## src/rtl/rph_pkg.sv

```systemverilog
// Shared types, constants and MD5 tables for the RADIUS password hiding block.
// No dependencies; every other file of the block but rph_ifs and rph_ram uses it by scoped names.
`default_nettype none
package rph_pkg;

   localparam int MAX_SECRET_BYTES   = 64;
   localparam int MAX_PASSWORD_BYTES = 128;
   localparam int AUTH_BYTES         = 16;
   localparam int SL_W               = 7;
   localparam int SADDR_W            = $clog2(MAX_SECRET_BYTES);
   localparam int POS_W              = 8;
   localparam int QUEUE_DEPTH        = 4;
   localparam int QPTR_W             = $clog2(QUEUE_DEPTH);
   localparam int QCNT_W             = QPTR_W + 1;
   localparam int CSR_ADDR_W         = 3;
   localparam int CSR_DATA_W         = 32;

   localparam logic [SL_W-1:0] SECRET_LENGTH_RESET = 7'd1;
   localparam logic            REG_SECRET_LENGTH   = 1'b0;

   typedef enum logic [1:0] {
      KIND_SECRET = 2'd0,
      KIND_AUTH   = 2'd1,
      KIND_BYTE   = 2'd2,
      KIND_END    = 2'd3
   } kind_type;

   typedef struct packed {
      kind_type   op;
      logic [5:0] index;
      logic [7:0] value;
   } item_type;

   typedef struct packed {
      logic busy;
      logic done;
   } md5_status_type;

   typedef enum logic [2:0] {
      MD_IDLE,
      MD_FILL,
      MD_RND_A,
      MD_RND_B,
      MD_ADD
   } md5_state_type;

   typedef enum logic [1:0] {
      BK_IDLE,
      BK_START,
      BK_HASH,
      BK_EMIT
   } back_state_type;

   localparam logic [31:0] MD5_IV [4] = '{
      32'h67452301, 32'hefcdab89, 32'h98badcfe, 32'h10325476
   };

   localparam logic [31:0] MD5_K [64] = '{
      32'hd76aa478, 32'he8c7b756, 32'h242070db, 32'hc1bdceee,
      32'hf57c0faf, 32'h4787c62a, 32'ha8304613, 32'hfd469501,
      32'h698098d8, 32'h8b44f7af, 32'hffff5bb1, 32'h895cd7be,
      32'h6b901122, 32'hfd987193, 32'ha679438e, 32'h49b40821,
      32'hf61e2562, 32'hc040b340, 32'h265e5a51, 32'he9b6c7aa,
      32'hd62f105d, 32'h02441453, 32'hd8a1e681, 32'he7d3fbc8,
      32'h21e1cde6, 32'hc33707d6, 32'hf4d50d87, 32'h455a14ed,
      32'ha9e3e905, 32'hfcefa3f8, 32'h676f02d9, 32'h8d2a4c8a,
      32'hfffa3942, 32'h8771f681, 32'h6d9d6122, 32'hfde5380c,
      32'ha4beea44, 32'h4bdecfa9, 32'hf6bb4b60, 32'hbebfbc70,
      32'h289b7ec6, 32'heaa127fa, 32'hd4ef3085, 32'h04881d05,
      32'hd9d4d039, 32'he6db99e5, 32'h1fa27cf8, 32'hc4ac5665,
      32'hf4292244, 32'h432aff97, 32'hab9423a7, 32'hfc93a039,
      32'h655b59c3, 32'h8f0ccc92, 32'hffeff47d, 32'h85845dd1,
      32'h6fa87e4f, 32'hfe2ce6e0, 32'ha3014314, 32'h4e0811a1,
      32'hf7537e82, 32'hbd3af235, 32'h2ad7d2bb, 32'heb86d391
   };

   localparam logic [4:0] MD5_ROT [16] = '{
      5'd7, 5'd12, 5'd17, 5'd22, 5'd5, 5'd9, 5'd14, 5'd20,
      5'd4, 5'd11, 5'd16, 5'd23, 5'd6, 5'd10, 5'd15, 5'd21
   };

   // message word index for round i
   function automatic logic [3:0] md5_g(input logic [5:0] i);
      logic [3:0] t;
      logic [3:0] g;
      t = i[3:0];
      case (i[5:4])
         2'd0:    g = t;
         2'd1:    g = t * 4'd5 + 4'd1;
         2'd2:    g = t * 4'd3 + 4'd5;
         default: g = t * 4'd7;
      endcase
      return g;
   endfunction

endpackage
`default_nettype wire

```

## src/rtl/rph_ifs.sv

```systemverilog
// Request and response channel interfaces of the password hiding block.
// No dependencies; the fields are plain logic vectors.
`default_nettype none
interface rph_req_if;
   logic       valid;
   logic       ready;
   logic [1:0] kind;
   logic [5:0] index;
   logic [7:0] value;
   modport source (output valid, kind, index, value, input ready);
   modport sink   (input valid, kind, index, value, output ready);
endinterface

interface rph_rsp_if;
   logic       valid;
   logic       ready;
   logic [7:0] encoded_byte;
   logic       last;
   modport source (output valid, encoded_byte, last, input ready);
   modport sink   (input valid, encoded_byte, last, output ready);
endinterface
`default_nettype wire

```

## src/rtl/rph_ram.sv

```systemverilog
// Generic single-write, single-read RAM with registered read data.
// No dependencies.
`default_nettype none
module rph_ram #(
   parameter int WIDTH = 8,
   parameter int DEPTH = 64
) (
   input  wire logic                     clock,
   input  wire logic                     we,
   input  wire logic [$clog2(DEPTH)-1:0] waddr,
   input  wire logic [WIDTH-1:0]         wdata,
   input  wire logic [$clog2(DEPTH)-1:0] raddr,
   output logic      [WIDTH-1:0]         rdata
);
   logic [WIDTH-1:0] mem_ff [DEPTH];

   always_ff @(posedge clock) begin
      if (we) begin
         mem_ff[waddr] <= wdata;
      end
      rdata <= mem_ff[raddr];
   end
endmodule
`default_nettype wire

```

## src/rtl/rph_front.sv

```systemverilog
// Front end: accepts requests, drops out-of-range loads, queues the rest.
// Depends on rph_pkg and rph_ifs.
`default_nettype none
module rph_front (
   input  wire logic               clock,
   input  wire logic               reset,
   rph_req_if.sink                 req_ch,
   output rph_pkg::item_type       q_item,
   output logic                    q_valid,
   input  wire logic               q_ready
);
   rph_pkg::item_type              q_ff [rph_pkg::QUEUE_DEPTH];
   rph_pkg::item_type              q_in [rph_pkg::QUEUE_DEPTH];
   logic [rph_pkg::QPTR_W-1:0]     wptr_ff, wptr_in, rptr_ff, rptr_in;
   logic [rph_pkg::QCNT_W-1:0]     cnt_ff, cnt_in;
   logic                           push, pop, keep;
   rph_pkg::item_type              cls;

   always_comb begin
      cls.op    = rph_pkg::kind_type'(req_ch.kind);
      cls.index = req_ch.index;
      cls.value = req_ch.value;
      case (cls.op)
         rph_pkg::KIND_SECRET:
            keep = {1'b0, req_ch.index} < rph_pkg::SL_W'(rph_pkg::MAX_SECRET_BYTES);
         rph_pkg::KIND_AUTH:
            keep = {1'b0, req_ch.index} < rph_pkg::SL_W'(rph_pkg::AUTH_BYTES);
         default:
            keep = 1'b1;
      endcase
   end

   assign req_ch.ready = cnt_ff < rph_pkg::QCNT_W'(rph_pkg::QUEUE_DEPTH);
   assign push         = req_ch.valid && req_ch.ready && keep;
   assign q_valid      = cnt_ff != '0;
   assign pop          = q_valid && q_ready;
   assign q_item       = q_ff[rptr_ff];

   always_comb begin
      q_in    = q_ff;
      wptr_in = wptr_ff;
      rptr_in = rptr_ff;
      if (push) begin
         q_in[wptr_ff] = cls;
         wptr_in       = wptr_ff + 1'b1;
      end
      if (pop) begin
         rptr_in = rptr_ff + 1'b1;
      end
      cnt_in = cnt_ff + rph_pkg::QCNT_W'(push) - rph_pkg::QCNT_W'(pop);
   end

   always_ff @(posedge clock) begin
      q_ff <= q_in;
      if (reset) begin
         wptr_ff <= '0;
         rptr_ff <= '0;
         cnt_ff  <= '0;
      end else begin
         wptr_ff <= wptr_in;
         rptr_ff <= rptr_in;
         cnt_ff  <= cnt_in;
      end
   end
endmodule
`default_nettype wire

```

## src/rtl/rph_md5.sv

```systemverilog
// Iterative MD5 over secret || chain block: byte fill, then each round in MD_RND_A and MD_RND_B.
// Depends on rph_pkg; reads the secret through a registered-read RAM port.
`default_nettype none
module rph_md5 (
   input  wire logic                       clock,
   input  wire logic                       reset,
   input  wire logic                       start,
   input  wire logic [rph_pkg::SL_W-1:0]   sl,
   input  wire logic [127:0]               chain,
   input  wire logic [7:0]                 ram_rdata,
   output logic [rph_pkg::SADDR_W-1:0]     ram_raddr,
   output rph_pkg::md5_status_type         status,
   output logic [127:0]                    digest
);
   rph_pkg::md5_state_type state_ff, state_in;
   logic [31:0] m_ff [16];
   logic [31:0] m_in [16];
   logic [31:0] h_ff [4];
   logic [31:0] h_in [4];
   logic [31:0] a_ff, a_in, b_ff, b_in, c_ff, c_in, d_ff, d_in, t_ff, t_in;
   logic [5:0]  i_ff, i_in;
   logic [6:0]  j_ff, j_in;
   logic        blk_ff, blk_in, two_ff, two_in, done_ff, done_in;
   logic        wr_valid_ff, wr_valid_in, wr_sec_ff, wr_sec_in;
   logic [5:0]  wr_pos_ff, wr_pos_in;
   logic [7:0]  wr_byte_ff, wr_byte_in;
   logic [6:0]  gj, len, lo_idx, cidx;
   logic [9:0]  bits;
   logic        src_sec;
   logic [7:0]  src_byte, wbyte;
   logic [31:0] f, sum_a, sum_b, sum_c, sum_d;
   logic [63:0] dbl;

   function automatic logic [4:0] MD5_ROT_SEL(input logic [5:0] i);
      return rph_pkg::MD5_ROT[{i[5:4], i[1:0]}];
   endfunction

   // message byte source for the global byte index being issued
   always_comb begin
      gj     = {blk_ff, j_ff[5:0]};
      len    = sl + 7'd16;
      bits   = {len, 3'b000};
      lo_idx = two_ff ? 7'd120 : 7'd56;
      cidx   = gj - sl;
      src_sec  = 1'b0;
      src_byte = 8'h00;
      if (gj < sl) begin
         src_sec = 1'b1;
      end else if (gj < len) begin
         src_byte = chain[{cidx[3:0], 3'b000} +: 8];
      end else if (gj == len) begin
         src_byte = 8'h80;
      end else if (gj == lo_idx) begin
         src_byte = bits[7:0];
      end else if (gj == lo_idx + 7'd1) begin
         src_byte = {6'b000000, bits[9:8]};
      end
   end

   always_comb begin
      case (i_ff[5:4])
         2'd0:    f = (b_ff & c_ff) | (~b_ff & d_ff);
         2'd1:    f = (d_ff & b_ff) | (~d_ff & c_ff);
         2'd2:    f = b_ff ^ c_ff ^ d_ff;
         default: f = c_ff ^ (b_ff | ~d_ff);
      endcase
      dbl   = {t_ff, t_ff} << MD5_ROT_SEL(i_ff);
      sum_a = h_ff[0] + a_ff;
      sum_b = h_ff[1] + b_ff;
      sum_c = h_ff[2] + c_ff;
      sum_d = h_ff[3] + d_ff;
      wbyte = wr_sec_ff ? ram_rdata : wr_byte_ff;
   end

   // next state
   always_comb begin
      case (state_ff)
         rph_pkg::MD_IDLE:  state_in = start ? rph_pkg::MD_FILL : rph_pkg::MD_IDLE;
         rph_pkg::MD_FILL:  state_in = j_ff[6] ? rph_pkg::MD_RND_A : rph_pkg::MD_FILL;
         rph_pkg::MD_RND_A: state_in = rph_pkg::MD_RND_B;
         rph_pkg::MD_RND_B: state_in = (i_ff == 6'd63) ? rph_pkg::MD_ADD : rph_pkg::MD_RND_A;
         rph_pkg::MD_ADD:   state_in = (two_ff && !blk_ff) ? rph_pkg::MD_FILL
                                                           : rph_pkg::MD_IDLE;
         default:           state_in = rph_pkg::MD_IDLE;
      endcase
   end

   // outputs
   always_comb begin
      status.busy = state_ff != rph_pkg::MD_IDLE;
      status.done = done_ff;
      ram_raddr   = gj[5:0];
      digest      = {h_ff[3], h_ff[2], h_ff[1], h_ff[0]};
   end

   // datapath
   always_comb begin
      m_in = m_ff;  h_in = h_ff;
      a_in = a_ff;  b_in = b_ff;  c_in = c_ff;  d_in = d_ff;  t_in = t_ff;
      i_in = i_ff;  j_in = j_ff;  blk_in = blk_ff;  two_in = two_ff;
      done_in     = 1'b0;
      wr_valid_in = 1'b0;
      wr_pos_in   = wr_pos_ff;
      wr_sec_in   = wr_sec_ff;
      wr_byte_in  = wr_byte_ff;
      if (wr_valid_ff) begin
         m_in[wr_pos_ff[5:2]][{wr_pos_ff[1:0], 3'b000} +: 8] = wbyte;
      end
      case (state_ff)
         rph_pkg::MD_IDLE: begin
            if (start) begin
               h_in   = rph_pkg::MD5_IV;
               a_in   = rph_pkg::MD5_IV[0];
               b_in   = rph_pkg::MD5_IV[1];
               c_in   = rph_pkg::MD5_IV[2];
               d_in   = rph_pkg::MD5_IV[3];
               blk_in = 1'b0;
               j_in   = '0;
               two_in = len >= 7'd56;
            end
         end
         rph_pkg::MD_FILL: begin
            i_in = '0;
            if (!j_ff[6]) begin
               wr_valid_in = 1'b1;
               wr_pos_in   = j_ff[5:0];
               wr_sec_in   = src_sec;
               wr_byte_in  = src_byte;
               j_in        = j_ff + 7'd1;
            end
         end
         rph_pkg::MD_RND_A: begin
            t_in = f + a_ff + rph_pkg::MD5_K[i_ff] + m_ff[rph_pkg::md5_g(i_ff)];
         end
         rph_pkg::MD_RND_B: begin
            a_in = d_ff;
            d_in = c_ff;
            c_in = b_ff;
            b_in = b_ff + dbl[63:32];
            i_in = i_ff + 6'd1;
         end
         rph_pkg::MD_ADD: begin
            h_in[0] = sum_a;  h_in[1] = sum_b;  h_in[2] = sum_c;  h_in[3] = sum_d;
            a_in = sum_a;  b_in = sum_b;  c_in = sum_c;  d_in = sum_d;
            blk_in  = 1'b1;
            j_in    = '0;
            done_in = !(two_ff && !blk_ff);
         end
         default: begin
         end
      endcase
   end

   always_ff @(posedge clock) begin
      m_ff <= m_in;  h_ff <= h_in;
      a_ff <= a_in;  b_ff <= b_in;  c_ff <= c_in;  d_ff <= d_in;  t_ff <= t_in;
      i_ff <= i_in;  j_ff <= j_in;  blk_ff <= blk_in;  two_ff <= two_in;
      wr_pos_ff  <= wr_pos_in;
      wr_sec_ff  <= wr_sec_in;
      wr_byte_ff <= wr_byte_in;
      if (reset) begin
         state_ff    <= rph_pkg::MD_IDLE;
         done_ff     <= 1'b0;
         wr_valid_ff <= 1'b0;
      end else begin
         state_ff    <= state_in;
         done_ff     <= done_in;
         wr_valid_ff <= wr_valid_in;
      end
   end
endmodule
`default_nettype wire

```

## src/rtl/rph_back.sv

```systemverilog
// Back end: executes queued items, chains keystream blocks, drives responses.
// Depends on rph_pkg, rph_ifs and the status of rph_md5.
`default_nettype none
module rph_back (
   input  wire logic                       clock,
   input  wire logic                       reset,
   input  wire rph_pkg::item_type          item,
   input  wire logic                       item_valid,
   output logic                            item_ready,
   input  wire rph_pkg::md5_status_type    md5_status,
   input  wire logic [127:0]               md5_digest,
   output logic                            md5_start,
   output logic [127:0]                    chain,
   output logic                            ram_we,
   output logic [rph_pkg::SADDR_W-1:0]     ram_waddr,
   output logic [7:0]                      ram_wdata,
   rph_rsp_if.source                       rsp_ch
);
   rph_pkg::back_state_type state_ff, state_in;
   logic [127:0]              chain_ff, chain_in, ks_ff, ks_in, chain0;
   logic [7:0]                auth_ff [rph_pkg::AUTH_BYTES];
   logic [7:0]                auth_in [rph_pkg::AUTH_BYTES];
   logic [rph_pkg::POS_W-1:0] pos_ff, pos_in, pos0;
   logic                      inpw_ff, inpw_in, is_end_ff, is_end_in;
   logic [7:0]                plain_ff, plain_in, cbyte;
   logic                      rsp_valid_ff, rsp_valid_in, rsp_last_ff, rsp_last_in;
   logic [7:0]                rsp_byte_ff, rsp_byte_in;
   logic                      out_free, drop, run_done, is_pw;

   always_comb begin
      for (int k = 0; k < rph_pkg::AUTH_BYTES; k++) begin
         chain0[8*k +: 8] = auth_ff[k];
      end
      if (inpw_ff) begin
         chain0 = chain_ff;
      end
      pos0     = inpw_ff ? pos_ff : '0;
      drop     = pos0 >= rph_pkg::POS_W'(rph_pkg::MAX_PASSWORD_BYTES);
      is_pw    = item.op == rph_pkg::KIND_BYTE || item.op == rph_pkg::KIND_END;
      out_free = !rsp_valid_ff || rsp_ch.ready;
      run_done = !is_end_ff || pos_ff[3:0] == 4'hf;
      cbyte    = ks_ff[{pos_ff[3:0], 3'b000} +: 8] ^ plain_ff;
   end

   // next state
   always_comb begin
      case (state_ff)
         rph_pkg::BK_IDLE: begin
            state_in = rph_pkg::BK_IDLE;
            if (item_valid && is_pw && !(item.op == rph_pkg::KIND_BYTE && drop)) begin
               state_in = (pos0[3:0] == 4'h0) ? rph_pkg::BK_START : rph_pkg::BK_EMIT;
            end
         end
         rph_pkg::BK_START: state_in = rph_pkg::BK_HASH;
         rph_pkg::BK_HASH:  state_in = md5_status.done ? rph_pkg::BK_EMIT : rph_pkg::BK_HASH;
         rph_pkg::BK_EMIT:  state_in = (out_free && run_done) ? rph_pkg::BK_IDLE
                                                              : rph_pkg::BK_EMIT;
         default:           state_in = rph_pkg::BK_IDLE;
      endcase
   end

   // outputs
   always_comb begin
      item_ready          = state_ff == rph_pkg::BK_IDLE;
      md5_start           = state_ff == rph_pkg::BK_START;
      chain               = chain_ff;
      ram_we              = item_ready && item_valid && item.op == rph_pkg::KIND_SECRET;
      ram_waddr           = item.index[rph_pkg::SADDR_W-1:0];
      ram_wdata           = item.value;
      rsp_ch.valid        = rsp_valid_ff;
      rsp_ch.encoded_byte = rsp_byte_ff;
      rsp_ch.last         = rsp_last_ff;
   end

   // datapath
   always_comb begin
      chain_in     = chain_ff;  ks_in = ks_ff;  auth_in = auth_ff;
      pos_in       = pos_ff;    inpw_in = inpw_ff;
      is_end_in    = is_end_ff; plain_in = plain_ff;
      rsp_valid_in = rsp_valid_ff && !rsp_ch.ready;
      rsp_byte_in  = rsp_byte_ff;
      rsp_last_in  = rsp_last_ff;
      case (state_ff)
         rph_pkg::BK_IDLE: begin
            if (item_valid) begin
               if (item.op == rph_pkg::KIND_AUTH) begin
                  auth_in[item.index[3:0]] = item.value;
               end
               if (is_pw) begin
                  inpw_in   = 1'b1;
                  chain_in  = chain0;
                  pos_in    = pos0;
                  is_end_in = item.op == rph_pkg::KIND_END;
                  plain_in  = (item.op == rph_pkg::KIND_BYTE) ? item.value : 8'h00;
               end
            end
         end
         rph_pkg::BK_HASH: begin
            if (md5_status.done) begin
               ks_in = md5_digest;
            end
         end
         rph_pkg::BK_EMIT: begin
            if (out_free) begin
               chain_in[{pos_ff[3:0], 3'b000} +: 8] = cbyte;
               rsp_valid_in = 1'b1;
               rsp_byte_in  = cbyte;
               rsp_last_in  = is_end_ff && pos_ff[3:0] == 4'hf;
               pos_in       = pos_ff + 1'b1;
               if (is_end_ff && pos_ff[3:0] == 4'hf) begin
                  pos_in  = '0;
                  inpw_in = 1'b0;
               end
            end
         end
         default: begin
         end
      endcase
   end

   always_ff @(posedge clock) begin
      chain_ff    <= chain_in;
      ks_ff       <= ks_in;
      auth_ff     <= auth_in;
      is_end_ff   <= is_end_in;
      plain_ff    <= plain_in;
      rsp_byte_ff <= rsp_byte_in;
      rsp_last_ff <= rsp_last_in;
      if (reset) begin
         state_ff     <= rph_pkg::BK_IDLE;
         pos_ff       <= '0;
         inpw_ff      <= 1'b0;
         rsp_valid_ff <= 1'b0;
      end else begin
         state_ff     <= state_in;
         pos_ff       <= pos_in;
         inpw_ff      <= inpw_in;
         rsp_valid_ff <= rsp_valid_in;
      end
   end

`ifndef ASSERT_OFF
   a_start_idle: assert property (@(posedge clock) disable iff (reset)
      md5_start |-> !md5_status.busy)
      else $error("hash started while MD5 unit busy");
   a_last_end: assert property (@(posedge clock) disable iff (reset)
      (state_ff == rph_pkg::BK_EMIT && out_free && rsp_last_in) |-> is_end_ff)
      else $error("last flagged outside a pad run");
   a_pos_bound: assert property (@(posedge clock) disable iff (reset)
      pos_ff <= rph_pkg::POS_W'(rph_pkg::MAX_PASSWORD_BYTES + 15))
      else $error("byte position out of range");
   a_done_in_hash: assert property (@(posedge clock) disable iff (reset)
      md5_status.done |-> state_ff == rph_pkg::BK_HASH)
      else $error("digest arrived outside hash wait");
`endif
endmodule
`default_nettype wire

```

## src/rtl/radius_password_hiding.sv

```systemverilog
// Top level of the RADIUS User-Password hiding block: CSR, front, back, MD5, RAM.
// Depends on rph_pkg, rph_ifs, rph_ram, rph_front, rph_md5 and rph_back.
//
//   channel   direction  handshake            payload
//   req_ch    in         valid/ready          kind[1:0], index[5:0], value[7:0]
//   rsp_ch    out        valid/ready          encoded_byte[7:0], last
//   csr_*     in         APB, pready tied 1   secret_length at byte address 0
//
// Flow: a load passes through the queue to the back end; later bytes of a block
// use the stored keystream, but the first byte of each 16-byte block waits for
// the iterative MD5 unit, which fills, runs its rounds and adds once per 64-byte
// MD5 block, one MD5 block for secret_length below 40, two from 40 up.
// Reset: synchronous, clears queue, control state and secret_length to 1.
// Stalls: the 4-entry queue accepts while the back end hashes or a response waits, until it is full.
`default_nettype none
module radius_password_hiding (
   input  wire logic                              clock,
   input  wire logic                              reset,
   rph_req_if.sink                                req_ch,
   rph_rsp_if.source                              rsp_ch,
   input  wire logic                              csr_psel,
   input  wire logic                              csr_penable,
   input  wire logic                              csr_pwrite,
   input  wire logic [rph_pkg::CSR_ADDR_W-1:0]    csr_paddr,
   input  wire logic [rph_pkg::CSR_DATA_W-1:0]    csr_pwdata,
   output logic      [rph_pkg::CSR_DATA_W-1:0]    csr_prdata,
   output logic                                   csr_pready
);
   logic [rph_pkg::SL_W-1:0]    secret_length_ff, secret_length_in, sl_sat;
   rph_pkg::item_type           q_item;
   logic                        q_valid, q_ready;
   rph_pkg::md5_status_type     md5_status;
   logic [127:0]                md5_digest, chain;
   logic                        md5_start, ram_we;
   logic [rph_pkg::SADDR_W-1:0] ram_waddr, ram_raddr;
   logic [7:0]                  ram_wdata, ram_rdata;
   logic                        csr_wr;

   // CSR: write on the access phase, read returns the stored length
   assign csr_pready = 1'b1;
   assign csr_wr     = csr_psel && csr_penable && csr_pwrite &&
                       csr_paddr[2] == rph_pkg::REG_SECRET_LENGTH;

   always_comb begin
      secret_length_in = secret_length_ff;
      if (csr_wr) begin
         secret_length_in = csr_pwdata[rph_pkg::SL_W-1:0];
      end
      csr_prdata = '0;
      if (csr_paddr[2] == rph_pkg::REG_SECRET_LENGTH) begin
         csr_prdata = rph_pkg::CSR_DATA_W'(secret_length_ff);
      end
      // saturate oversize lengths to the secret store depth
      sl_sat = (secret_length_ff > rph_pkg::SL_W'(rph_pkg::MAX_SECRET_BYTES))
             ? rph_pkg::SL_W'(rph_pkg::MAX_SECRET_BYTES) : secret_length_ff;
   end

   always_ff @(posedge clock) begin
      if (reset) begin
         secret_length_ff <= rph_pkg::SECRET_LENGTH_RESET;
      end else begin
         secret_length_ff <= secret_length_in;
      end
   end

   // accept and classify requests, hold them in a short queue
   rph_front u_front (
      .clock   (clock),
      .reset   (reset),
      .req_ch  (req_ch),
      .q_item  (q_item),
      .q_valid (q_valid),
      .q_ready (q_ready)
   );

   // secret bytes: written by the back end, read by the MD5 fill
   rph_ram #(
      .WIDTH (8),
      .DEPTH (rph_pkg::MAX_SECRET_BYTES)
   ) u_secret_ram (
      .clock (clock),
      .we    (ram_we),
      .waddr (ram_waddr),
      .wdata (ram_wdata),
      .raddr (ram_raddr),
      .rdata (ram_rdata)
   );

   rph_md5 u_md5 (
      .clock     (clock),
      .reset     (reset),
      .start     (md5_start),
      .sl        (sl_sat),
      .chain     (chain),
      .ram_rdata (ram_rdata),
      .ram_raddr (ram_raddr),
      .status    (md5_status),
      .digest    (md5_digest)
   );

   // execute loads and hide bytes in request order
   rph_back u_back (
      .clock      (clock),
      .reset      (reset),
      .item       (q_item),
      .item_valid (q_valid),
      .item_ready (q_ready),
      .md5_status (md5_status),
      .md5_digest (md5_digest),
      .md5_start  (md5_start),
      .chain      (chain),
      .ram_we     (ram_we),
      .ram_waddr  (ram_waddr),
      .ram_wdata  (ram_wdata),
      .rsp_ch     (rsp_ch)
   );
endmodule
`default_nettype wire
```

## src/flat_wrapper.sv

```systemverilog
// flat-port wrapper written by rule: the top's interface ports become plain ports
module radius_password_hiding_flat 
  (clock, reset, csr_psel, csr_penable, csr_pwrite, csr_paddr, csr_pwdata, csr_prdata, csr_pready, req_ch_valid, req_ch_kind, req_ch_index, req_ch_value, req_ch_ready, rsp_ch_valid, rsp_ch_encoded_byte, rsp_ch_last, rsp_ch_ready);
  rph_req_if req_ch_i ();
  rph_rsp_if rsp_ch_i ();
  input  wire logic clock;
  input  wire logic reset;
  input  wire logic csr_psel;
  input  wire logic csr_penable;
  input  wire logic csr_pwrite;
  input  wire logic [rph_pkg::CSR_ADDR_W-1:0] csr_paddr;
  input  wire logic [rph_pkg::CSR_DATA_W-1:0] csr_pwdata;
  output logic      [rph_pkg::CSR_DATA_W-1:0] csr_prdata;
  output logic csr_pready;
  input wire logic [$bits(req_ch_i.valid)-1:0] req_ch_valid;
  input wire logic [$bits(req_ch_i.kind)-1:0] req_ch_kind;
  input wire logic [$bits(req_ch_i.index)-1:0] req_ch_index;
  input wire logic [$bits(req_ch_i.value)-1:0] req_ch_value;
  output wire logic [$bits(req_ch_i.ready)-1:0] req_ch_ready;
  output wire logic [$bits(rsp_ch_i.valid)-1:0] rsp_ch_valid;
  output wire logic [$bits(rsp_ch_i.encoded_byte)-1:0] rsp_ch_encoded_byte;
  output wire logic [$bits(rsp_ch_i.last)-1:0] rsp_ch_last;
  input wire logic [$bits(rsp_ch_i.ready)-1:0] rsp_ch_ready;
  assign req_ch_i.valid = req_ch_valid;
  assign req_ch_i.kind = req_ch_kind;
  assign req_ch_i.index = req_ch_index;
  assign req_ch_i.value = req_ch_value;
  assign req_ch_ready = req_ch_i.ready;
  assign rsp_ch_valid = rsp_ch_i.valid;
  assign rsp_ch_encoded_byte = rsp_ch_i.encoded_byte;
  assign rsp_ch_last = rsp_ch_i.last;
  assign rsp_ch_i.ready = rsp_ch_ready;
  radius_password_hiding u_core (.clock(clock), .reset(reset), .req_ch(req_ch_i), .rsp_ch(rsp_ch_i), .csr_psel(csr_psel), .csr_penable(csr_penable), .csr_pwrite(csr_pwrite), .csr_paddr(csr_paddr), .csr_pwdata(csr_pwdata), .csr_prdata(csr_prdata), .csr_pready(csr_pready));
endmodule
```

## config.mk

```make
export PLATFORM = sky130hd
export DESIGN_NAME = radius_password_hiding_flat
export DESIGN_NICKNAME = d
export VERILOG_FILES = /design/src/rtl/rph_pkg.sv /design/src/rtl/rph_ifs.sv /design/src/rtl/rph_ram.sv /design/src/rtl/rph_front.sv /design/src/rtl/rph_md5.sv /design/src/rtl/rph_back.sv /design/src/rtl/radius_password_hiding.sv /design/src/flat_wrapper.sv
export SDC_FILE = /design/constraint.sdc
export NUM_CORES = 2
export LEC_CHECK = 0
export ABC_AREA = 1
export ABC_CLOCK_PERIOD_IN_PS = 5400
export BUFFER_PORTS_ARGS = -buffer_cell sky130_fd_sc_hd__buf_2
export CORE_MARGIN = 1
export CORE_UTILIZATION = 45
export CTS_CLUSTER_SIZE = 20
export DETAILED_ROUTE_END_ITERATION = 6
export HOLD_SLACK_MARGIN = 0.02
export PLACE_DENSITY = 0.6
export SETUP_SLACK_MARGIN = 0.15
export SKIP_CTS_REPAIR_TIMING = 1
export SLEW_MARGIN = 10
export SYNTH_ARGS = -nofsm -noshare
export SYNTH_HDL_FRONTEND = slang
export SYNTH_HIERARCHICAL = 1
export SYNTH_SLANG_ARGS = --single-unit
```

## constraint.sdc

```tcl
create_clock -name clock -period 5.4 [get_ports clock]
set_clock_uncertainty 0.05 [all_clocks]
set_input_delay 0 -clock clock [delete_from_list [all_inputs] [get_ports clock]]
set_output_delay 0 -clock clock [all_outputs]
set_load 0.05 [all_outputs]
```

# After elaboration in Yosys (flattened, before gate mapping)
# Memories as Yosys holds them, arrays and structs flattened. A register that Yosys moved wholly into a read port is not among the register bits.
# Index checks and enable logic that the tools add are counted.
[word_totals] reg_bits=1327 latchBits=0 mem_bits_rw=512 romBits=2128 inputBits=58 out_inout_bits=44 wordCells=311 n_memories=3
[op_classes] add_sub_neg=22 mul=3 n_div=0 magnitude_cmp=17 eq_ne=25 shift=7 mux=80 bitwise_logic=24 reduce_logical=52
[mem_list] name="(no name shown)" depth=64 width=32 rd=1 rd_clocked_by_memory_dff=0 wr=0 line_no="rph_md5.sv:133" text="t_in = f + a_ff + rph_pkg::MD5_K[i_ff] + m_ff[rph_pkg::md5_g(i_ff)];"
[mem_list] name="u_core.u_secret_ram.mem_ff" depth=64 width=8 rd=1 rd_clocked_by_memory_dff=1 wr=1 line_no="rph_ram.sv:15" text="logic [WIDTH-1:0] mem_ff [DEPTH];"
[mem_list] name="(no name shown)" depth=16 width=5 rd=1 rd_clocked_by_memory_dff=0 wr=0 line_no="rph_md5.sv:35" text="return rph_pkg::MD5_ROT[{i[5:4], i[1:0]}];"
[op_table] op="$mux 128" count=5
[op_table] op="$bwmux 512" count=1
[op_table] op="$pmux 128 s2" count=2
[op_table] op="$pmux 32 s3" count=5
[op_table] op="$mux 32" count=9
[op_table] op="$add 32x32->32" count=8
[op_table] op="$bwmux 128" count=2
[op_table] op="$shiftx 128x8->8" count=2
[op_table] op="$and 32x32->32" count=4
[op_table] op="$bmux 32 s4" count=1
[op_table] op="$demux 32 s4" count=1
[op_table] op="$shift 8x9->128 const A" count=1
[op_table] op="$shiftx 8x9->128" count=1
[op_table] op="$or 32x32->32" count=3
[op_table] op="$xor 32x32->32" count=3
[op_table] op="$mux 8" count=10
[op_table] op="$bwmux 64" count=1
[op_table] op="$not 32->32" count=2
[op_table] op="$shl 64x5->64" count=1
[op_table] op="$mux 16" count=3
[op_table] op="$mux 7" count=5
[op_table] op="$bmux 16 s2" count=1
[op_table] op="$demux 16 s2" count=1
[op_table] op="$demux 8 s4" count=1
[op_table] op="66 further kinds" count=157

# Depth between registers and ports, before layout
[depth] ltp_word=10 depth_mapped=32 mapped_depth_nobuf=31

# Modules after synthesis
# Netlist, hierarchy kept.
[by_module_without_submodules] mod="rph_md5" instances=1 cells_each=6471 area_each_um2=54158.2 seq_area_each_um2=25024.0
[by_module_without_submodules] mod="rph_ram" instances=1 cells_each=1805 area_each_um2=21339.2 seq_area_each_um2=15534.9
[by_module_without_submodules] mod="rph_back" instances=1 cells_each=1404 area_each_um2=16704.8 seq_area_each_um2=12311.8
[by_module_without_submodules] mod="rph_front" instances=1 cells_each=225 area_each_um2=2975.4 seq_area_each_um2=2062.0
[by_module_without_submodules] mod="radius_password_hiding" instances=1 cells_each=103 area_each_um2=664.4 seq_area_each_um2=140.1

# Worst setup path before layout
# Ideal clock, no wire load.
[synth_path] path_type="reg2reg" startpoint="register u_core.u_md5.i_ff[2]" endpoint="register u_core.u_md5.t_ff[23] (data pin)" setup_time_ns=0.261 arrival_time_ns=5.216 t_required_ns=5.089 path_slack_ns=-0.127 path_stages_with_launch=24 n_path_buf=3 period_less_slack_ns=5.527 path_cell_list="edfxtp_1 > clkbuf_1 > inv_1 > buf_1 > fa_1 > inv_1 > ha_1 > o21ai_2 > clkbuf_1 > o311ai_0 > nand3_1 > nand2_1 > fa_1 > ha_1 > inv_1 > fa_1 > o21ai_0 > nand2_1 > nand2_1 > a21oi_1 > o21bai_1 > nand2_1 > nand2_1 > xor2_1"
[synth_via] elab_chain_cells=9 elab_cells_between_ends=17 classes_between="add/sub (4); mul (3); mux (7); bitwise (2); memory (1)"
[synth_rtl] item="from (decl)" line_no="rph_md5.sv:21" text="logic [5:0] i_ff, i_in;"
[synth_rtl] item="from (signal assigned)" line_no="rph_md5.sv:157" text="i_ff <= i_in; j_ff <= j_in; blk_ff <= blk_in; two_ff <= two_in;"
[synth_rtl] item="$mul 4x2->4 / $mul 4x3->4 (equally long branches)" line_no="rph_pkg.sv:90, rph_pkg.sv:89"
[synth_rtl] item="$add 4x3->4 / $add 4x1->4 (equally long branches)" line_no="rph_pkg.sv:90, rph_pkg.sv:89"
[synth_rtl] item="$pmux 4 s3" line_no="rph_pkg.sv:87" text="case (i[5:4])"
[synth_rtl] item="$mux 4" line_no="rph_md5.sv:109" text="case (state_ff)"
[synth_rtl] item="$not 4->5 (not written as such)" line_no="rph_md5.sv:133"
[synth_rtl] item="$bmux 32 s4" line_no="rph_md5.sv:133"
[synth_rtl] item="$mux 32 (not written as such) (2 in a row)" line_no="rph_md5.sv:133"
[synth_rtl] item="$add 32x32->32 (*)" line_no="rph_md5.sv:133"
[synth_rtl] item="to (signal assigned)" line_no="rph_md5.sv:156" text="a_ff <= a_in; b_ff <= b_in; c_ff <= c_in; d_ff <= d_in; t_ff <= t_in;"
[synth_rtl] item="to (decl)" line_no="rph_md5.sv:20" text="logic [31:0] a_ff, a_in, b_ff, b_in, c_ff, c_in, d_ff, d_in, t_ff, t_in;"
# Every way passes the cells marked *; elsewhere a longest branch is shown, timed or not. The select of a mux whose other input is x is not followed.
# A chain may end at the register's enable or synchronous reset.

# Worst setup path after layout
[layout_path] startpoint="register u_core.u_md5.i_ff[1]" endpoint="register u_core.u_md5.t_ff[25] (data pin)"
# Same word-level chain as after synthesis.

==> run summary <==
Cells after DPL -> 12750
Worst Min Path Start -> reset
H-tree levels -> 4
Global Route Usage Sum -> 28.90%
slowest CP cell -> fa_1
synthesized instance count -> 10010
CP peak stage delay -> 0.46 ns
total grt overflow -> 0
fillers -> 19430
DIE AREA -> 214800 sq um
Final TNS setup -> 0 ns
fmax -> 194.8 MHz
initial antenna violation count -> 11
Cell Rows -> 169
DRT Pass-1 Iters -> 7
data required time at the worst endpoint -> 5.94 ns
CTS buffer count -> 196
layout cells sized above 1 -> 8.778%
Root Driver -> clkbuf_16
initial DRC count -> 9051
Final Hold Violating Endpoints -> 0
syn avg cell area -> 9.577 sq um
Syn-to-layout area delta -> 12.43%
RSZ-0062 raised after global routing -> true
Die W -> 463.5 microns
status -> finished clean
I/O Buffers -> 48
CP arrival -> 5.68 ns
post-route ant nets -> 0
final WL -> 319000 microns
Crit Reg-Reg Startpoint -> u_core/u_md5/i_ff[1]$_SDFFCE_PN0P_
Hold Path Depth -> 3
clock sink count -> 1847
max-slew violations -> 0
crit-path cells -> buf_12, ha_2, inv_1, buf_4, nor2_2, inv_1, buf_4, nand3_1, nand3_1, o2111ai_1, fa_1, inv_1, fa_1, inv_1, ha_1, a21oi_1, o21ai_0, a21oi_1, nand3_1, a21o_1, buf_4, xor2_1
Syn Std Cell Area -> 95840 sq um
CP endpoint kind -> flip-flop
clk buf depth -> 3
fin util -> 50.85%
worst skew pair latency -> 0.86 ns
pin count of the biggest net entering global routing -> 180
R2R depth -> 22
Die H -> 463.5 microns
Setup crit start -> u_core/u_md5/i_ff[1]$_SDFFCE_PN0P_
RePlAce Congestion -> 1.034
vias in the first global route -> 70980
maximum VDD drop -> 0.0008970 V
worst slew pin tran -> 1.311 ns
Critical Path Source Type -> flip-flop
pwr dens -> 660.2 nW/um^2
critical path type -> flip-flop to flip-flop
Layout Nets -> 10580
Non-Filler Instances -> 13200
total number of vias -> 76080
ratio of final minimum period to clock period -> 95.06%
clk slew on worst S/H paths -> 0.06 ns
leak pwr -> 41.02 nW
worst-path fanout max -> 15
Avg WL per Cell -> 24.16 microns
warning count from the yosys run -> 6
I/O Pins -> 102
Rel. slew slack -> 12.24%
Max Cap Viol -> 0
CP most frequent cell -> inv_1
DP HPWL -> 225500 microns
minimum clock period -> 5.133 ns
count of final setup violators -> 0
Initial Utilization -> 45.23%
first-pass GRT wire length -> 464500 microns
core area -> 211900 sq um
DRC -> 0
worst hold path class -> input port to flip-flop
TritonCTS clock tree -> built
vias per cell -> 5.763
==> worst paths after layout <==
check,end,slack [ns]
worst max-delay path,u_core/u_md5/t_ff[25]$_DFFE_PP_,0.27
worst min register to register,u_core/u_back/ks_ff[85]$_DFFE_PP_,0.41
worst max register to register,u_core/u_md5/t_ff[25]$_DFFE_PP_,0.27
worst min-delay path,u_core/u_front/cnt_ff[1]$_SDFF_PP0_,0.03
==> power by group <==
part / total [mW] / switching [mW] / internal (mW)
combinational: 37.2 / 24.6 / 12.6
clock: 13.9 / 5.81 / 8.13
sequential: 20.0 / 0.935 / 19.1
==> critical path, delay by kind of cell (launching register included) <==
family | cells | cell delay, ns
AO/OA/AOI/OAI | 5 | 0.99
adder cells (fa/ha/maj) | 4 | 1.46
flip-flops | 1 | 0.45
XOR/XNOR | 1 | 0.13
buffers and inverters | 8 | 1.14
AND/OR/NAND/NOR | 4 | 0.64
==> metal layers <==
metal  vias to the layer above  routed length [microns]  GRT usage [%]
met5                         -                        0              0
met4                         0                    13030          11.29
met3                       574                    26560          4.375
met2                      3475                   143500          44.78
met1                     36950                   135900          40.80
li1                      35080                        -              -
==> sequential cells by signal, indices dropped and copies added (netlist names), 3 cells and up <==
signal,flops
u_core/u_md5/m_ff,512
u_core/u_secret_ram/mem_ff,512
u_core/u_back/auth_ff,128
u_core/u_back/chain,128
u_core/u_back/ks_ff,128
u_core/u_md5/digest,128
u_core/u_front/q_ff,64
u_core/u_md5/a_ff,32
u_core/u_md5/b_ff,32
u_core/u_md5/c_ff,32
u_core/u_md5/d_ff,32
u_core/u_md5/t_ff,32
u_core/u_back/plain_ff,8
u_core/u_back/pos_ff,8
u_core/u_back/rsp_ch.encoded_byte,8
u_core/u_md5/wr_byte_ff,8
u_core/u_secret_ram/rdata,8
u_core/secret_length_ff,7
u_core/u_md5/j_ff,7
u_core/u_md5/i_ff,6
u_core/u_md5/wr_pos_ff,6
u_core/u_front/cnt_ff,3
u_core/u_md5/state_ff,3
==> final cells by class <==
cell class	count	area [sq um]	share of cell area, %
sequential	1847	55080	51.12
multi-input combinational	6906	35450	32.90
clock buffer	241	5249	4.871
timing repair buffer	465	4000	3.712
tap	2821	3530	3.276
inverter	791	3029	2.811
clock inverter	128	1409	1.308
antenna	2	5.005	0.004645
==> cells in the final DEF (no fill, tap or decap), types with 200 or more instances in the layout <==
| cell type | instances |
|---|---|
| edfxtp_1 | 1808 |
| clkbuf_16 | 200 |
| ha_1 | 239 |
| inv_1 | 736 |
| nor2_1 | 1159 |
| buf_4 | 306 |
| nand3_1 | 1127 |
| o21ai_0 | 461 |
| a21oi_1 | 426 |
| nand2_1 | 2374 |
==> through the flow <==
step / instance area, sq um / hold WS [ns] / setup WS [ns] / power, mW
6_report: 107700 / 0.03126 / 0.2666 / 71.13
3_5_place_dp: 100100 / 0.1750 / 0.04862 / 56.15
4_1_cts: 106800 / -0.7580 / 0.02276 / 70.29
2_1_floorplan: 95930 / 0.02122 / 0.2348 / 41.38
5_1_grt: 107700 / 0.03628 / 0.05450 / 75.30
3_3_place_gp: 100100 / 0.1641 / 0.1185 / 56.03
Power figures use the tool's default switching activity.
